File: src/hdl/tih_ram.sv
// ----------------------------------------------------------------------------
// tih_ram: generic single-port RAM
// One read a cycle, plus a write when enabled; registered read data.
// ----------------------------------------------------------------------------
module tih_ram #(
  parameter int Width = 8,
  parameter int Depth = 16
) (
  input  logic                     clk_i,
  input  logic                     we_i,
  input  logic [$clog2(Depth)-1:0] addr_i,
  input  logic [Width-1:0]         wdata_i,
  output logic [Width-1:0]         rdata_o
);
  logic [Width-1:0] mem_q [Depth];

  always_ff @(posedge clk_i) begin
    if (we_i) begin
      mem_q[addr_i] <= wdata_i;
    end
    rdata_o <= mem_q[addr_i];
  end
endmodule

File: config.mk
export PLATFORM = sky130hd
export DESIGN_NAME = tih_ram
export DESIGN_NICKNAME = d
export VERILOG_FILES = /design/src/hdl/tih_ram.sv
export SDC_FILE = /design/constraint.sdc
export NUM_CORES = 1
export LEC_CHECK = 0
export BUFFER_PORTS_ARGS = -buffer_cell sky130_fd_sc_hd__buf_2
export CORE_MARGIN = 1.5
export CORE_UTILIZATION = 60
export DETAILED_ROUTE_END_ITERATION = 8
export GPL_ROUTABILITY_DRIVEN = 0
export GPL_TIMING_DRIVEN = 1
export PLACE_DENSITY_LB_ADDON = 0.25
export SYNTH_ARGS = -nofsm -noshare
export SYNTH_HDL_FRONTEND = slang
export SYNTH_SLANG_ARGS = --single-unit
File: constraint.sdc
create_clock -name clk_i -period 4.1 [get_ports clk_i]
set_input_delay 0.41 -clock clk_i [delete_from_list [all_inputs] [get_ports clk_i]]
set_output_delay 0.41 -clock clk_i [all_outputs]
set_load 0.05 [all_outputs]
# After elaboration in Yosys (flattened, before gate mapping)
# Memories as Yosys holds them, arrays and structs flattened. A register that Yosys moved wholly into a read port is not among the register bits.
# Index checks and enable logic that the tools add are counted.
# W data, S select, Z words.
[word_totals] ff_bits=0 ramBits=128 inputBits=14 out_inout_bits=8 wordCells=3 memories=1
[op_classes] muxes=2
[memory_table] memory="mem_q" depth=16 word_bits=8 read_ports=1 rd_clocked_by_memory_dff=1 write_ports=1 line_no="15" source="logic [Width-1:0] mem_q [Depth];"
[ops] op="$mux W1" count=2

# Logic depth before layout (Yosys ltp)
[depth] depth_word=2 ltp_mapped=5

# Least setup slack after synthesis
# Ideal clock, no wire load.
[synth_path] kind="input port to flip-flop" start="input port addr_i[2]" end="memory mem_q[0][0] (enable)" t_arrival_ps=1520 required_time_ps=3717 slack_ps=2197 stages=2 path_cell_list="or3b_2 -> nor3_1"
[synth_rtl] element="start: declaration" line_no="11" source="input logic [$clog2(Depth)-1:0] addr_i,"
[synth_rtl] element="end: declaration" line_no="15"
# Straight into the memory's write port.

==> flow_summary.ini <==
[worst_setup_path]
cp-end-kind = flop
path_max_fanout = 27
path_class = primary input to flop
crit_buf_inv = 2
path_cells = buf_2 -> buf_4 -> mux4_2 -> a22oi_1 -> nand2_1
worstPathArrival_ns = 2.38
required_ns = 4.49
setup.worst_path.start_class = primary input
path_delay_family = buffers and inverters
slowest_delay_ns = 0.65
critPathSlowestCell = buf_2

[timing]
fmax_mhz = 502
rsz0062_at_grt = false
slew_headroom_pct = 18.8
min_period_ns = 1.99
setup_viol_count_final = 0
hold_viol = 0
fin_setup_tns_ns = 0
worst_pin_slew_ns = 1.21
maxSlewViolCount = 0
fin_crit_sh_pct = 48.5
fin_worst_skew_ns = 0.00552
setup_ws_ns = 2.11

[global_route]
grt_pass1_vias = 2388
gr-total-overflow = 0
grt_pass1_wl_um = 14400
antenna_found_initial = 0
grt_util_all_layers_pct = 24.3
grt_max_degree = 40

[clock_tree]
clk_latency_ns = 0.51
cts_tree = built
clockBufferDepth = 2
cts_root_buf = clkbuf_8
hold_buffers = 0
post_cts_buffers = 0
cts_resized = 0
cts.sinks = 136
htreeDepth = 4
cts.clk_slew.worst_paths_ns = 0.06
cts_buffers = 17

[detailed_routing]
drt-initial-drc-count = 201
antenna_left = 0
avgViaCountPerCell = 6.15
vias = 2343
drt_wl_total_um = 9730
drcViolationCount = 0
drt_pass1_iterations = 4
route.detailed.wl_per_inst_um = 25.5

[synth]
yosysSeqAreaShare_pct = 79.0
netlist_area_mm2 = 0.00507
syn_nets = 244
yosysUniqueCellTypes = 18
syn_area_per_cell_um2 = 22.0
ys_ff_latch = 136
synth_warnings = 0
synthCells = 230

[layout]
n_antenna_cell = 0
postLayoutCoreUtil_pct = 71.5
drive_gt1_share_pct = 32.6
nets = 277
syn_to_final_growth_pct = 15.9
fill_cells = 489

[die]
design.portCount = 22
num_rows = 33
fp.dieH_um = 94.9
start_util_pct = 61.7
core_area_mm2 = 0.00822
die_w_um = 94.9
die_area_mm2 = 0.00901

[place]
dp_slack_ns = 1.52
place_hpwl_um = 5910
port-buffer-count = 21

[run]
drv_cap = 0

[power]
p_leak_uw = 0.00192
p_total_uw = 3240
p_per_area_mw_per_mm2 = 552
vdd_drop_max_mv = 0.420

[worst_hold_path]
hp-class = primary input to flop

[status]
status = finished clean
==> per-layer routing <==
| layer | vias up | track usage [%] | part of all wire, % |
|---|---|---|---|
| met1 | 1228 | 33.1 | 42 |
| met2 | 73 | 38.6 | 52 |
| met4 | 0 | 8.83 | 1.7 |
| li1 | 1030 | - | - |
| met5 | - | 0 | 0 |
| met3 | 12 | 6.12 | 4.6 |
==> power by group <==
part | switching, uW | internal (uW) | leakage (uW)
clock | 559 | 944 | 0.000280
sequential | 11.3 | 1550 | 0.00122
combinational | 115 | 56.7 | 0.000414
==> path summary, 6_finish.rpt <==
check | startpoint | end | slack (ns) | depth (start not counted)
worst max-delay path | addr_i[0] | rdata_o[1]$_DFF_P_ | 2.11 | 5
worst min-delay path | wdata_i[4] | mem_q[2][4]$_DFFE_PP_ | 0.30 | 1
worst max register to register | mem_q[3][2]$_DFFE_PP_ | rdata_o[2]$_DFF_P_ | 2.65 | 3
worst min register to register | mem_q[15][4]$_DFFE_PP_ | rdata_o[4]$_DFF_P_ | 0.68 | 3
==> placed cells by master (no fill, tap or decap), types with 2 or more instances in the layout <==
master      count
nor2b_1         2
nand3b_1        2
buf_2          21
nand2b_1        2
clkbuf_8        2
nor3_1          4
dfxtp_1         8
mux4_2         32
nor2_1         13
buf_4           4
clkinv_4        2
a22oi_1        16
bufinv_16       3
clkinvlp_4      5
clkinv_2        2
clkbuf_16      16
nand2_1         9
inv_6           2
edfxtp_1      128
==> stage by stage <==
stage / instances / hold WS, ns / area [um^2]
2_1_floorplan: 230 / 0.509 / 5070
3_3_place_gp: 349 / 0.658 / 5270
3_5_place_dp: 349 / 0.673 / 5270
4_1_cts: 381 / 0.287 / 5870
5_1_grt: 381 / 0.300 / 5870
6_report: 381 / 0.304 / 5870
==> flip-flops by register name, indices dropped and copies added, names as in the netlist <==
register and cells:
mem_q 128, rdata_o 8
==> worst reg2reg max path, stage by stage, from the launching register on <==
cell and delay [ns]:
edfxtp_1 0.37, mux4_2 0.49, a22oi_1 0.37, nand2_1 0.10
==> cells by family (layout without fill, tap and decap cells) <==
logic type	Yosys count	count (layout)	synth area share, %
buf+inv	11	57	1.19
mux	32	32	14.2
compound gates	16	16	2.37
simple gates	35	35	3.21
flops	136	136	79.0
==> Yosys cell counts <==
library cell  instances  area share (%)
edfxtp_1            128              76
mux4_2               32              14
a22oi_1              16             2.4
nor2_1               13            0.96
nand2_1               9            0.67
dfxtp_1               8             3.2
buf_1                 4            0.30
nor3_1                4            0.40
buf_2                 2            0.20
buf_6                 2            0.44
clkbuf_1              2            0.15
nand2b_1              2            0.25
nand3b_1              2            0.30
nor2b_1               2            0.25
and2_1                1            0.12
clkbuf_2              1           0.099
nand3_1               1           0.099
or3b_2                1            0.17
==> final cells by class <==
type | instances | area (um^2) | area share, %
clock inverters | 14 | 173 | 2.94
clock buffers | 18 | 428 | 7.28
flip-flops and latches | 136 | 4000 | 68.2
multi-input cells | 83 | 1000 | 17.1
repair buffers | 25 | 135 | 2.30
well taps | 105 | 131 | 2.24
Power figures use the tool's default switching activity.
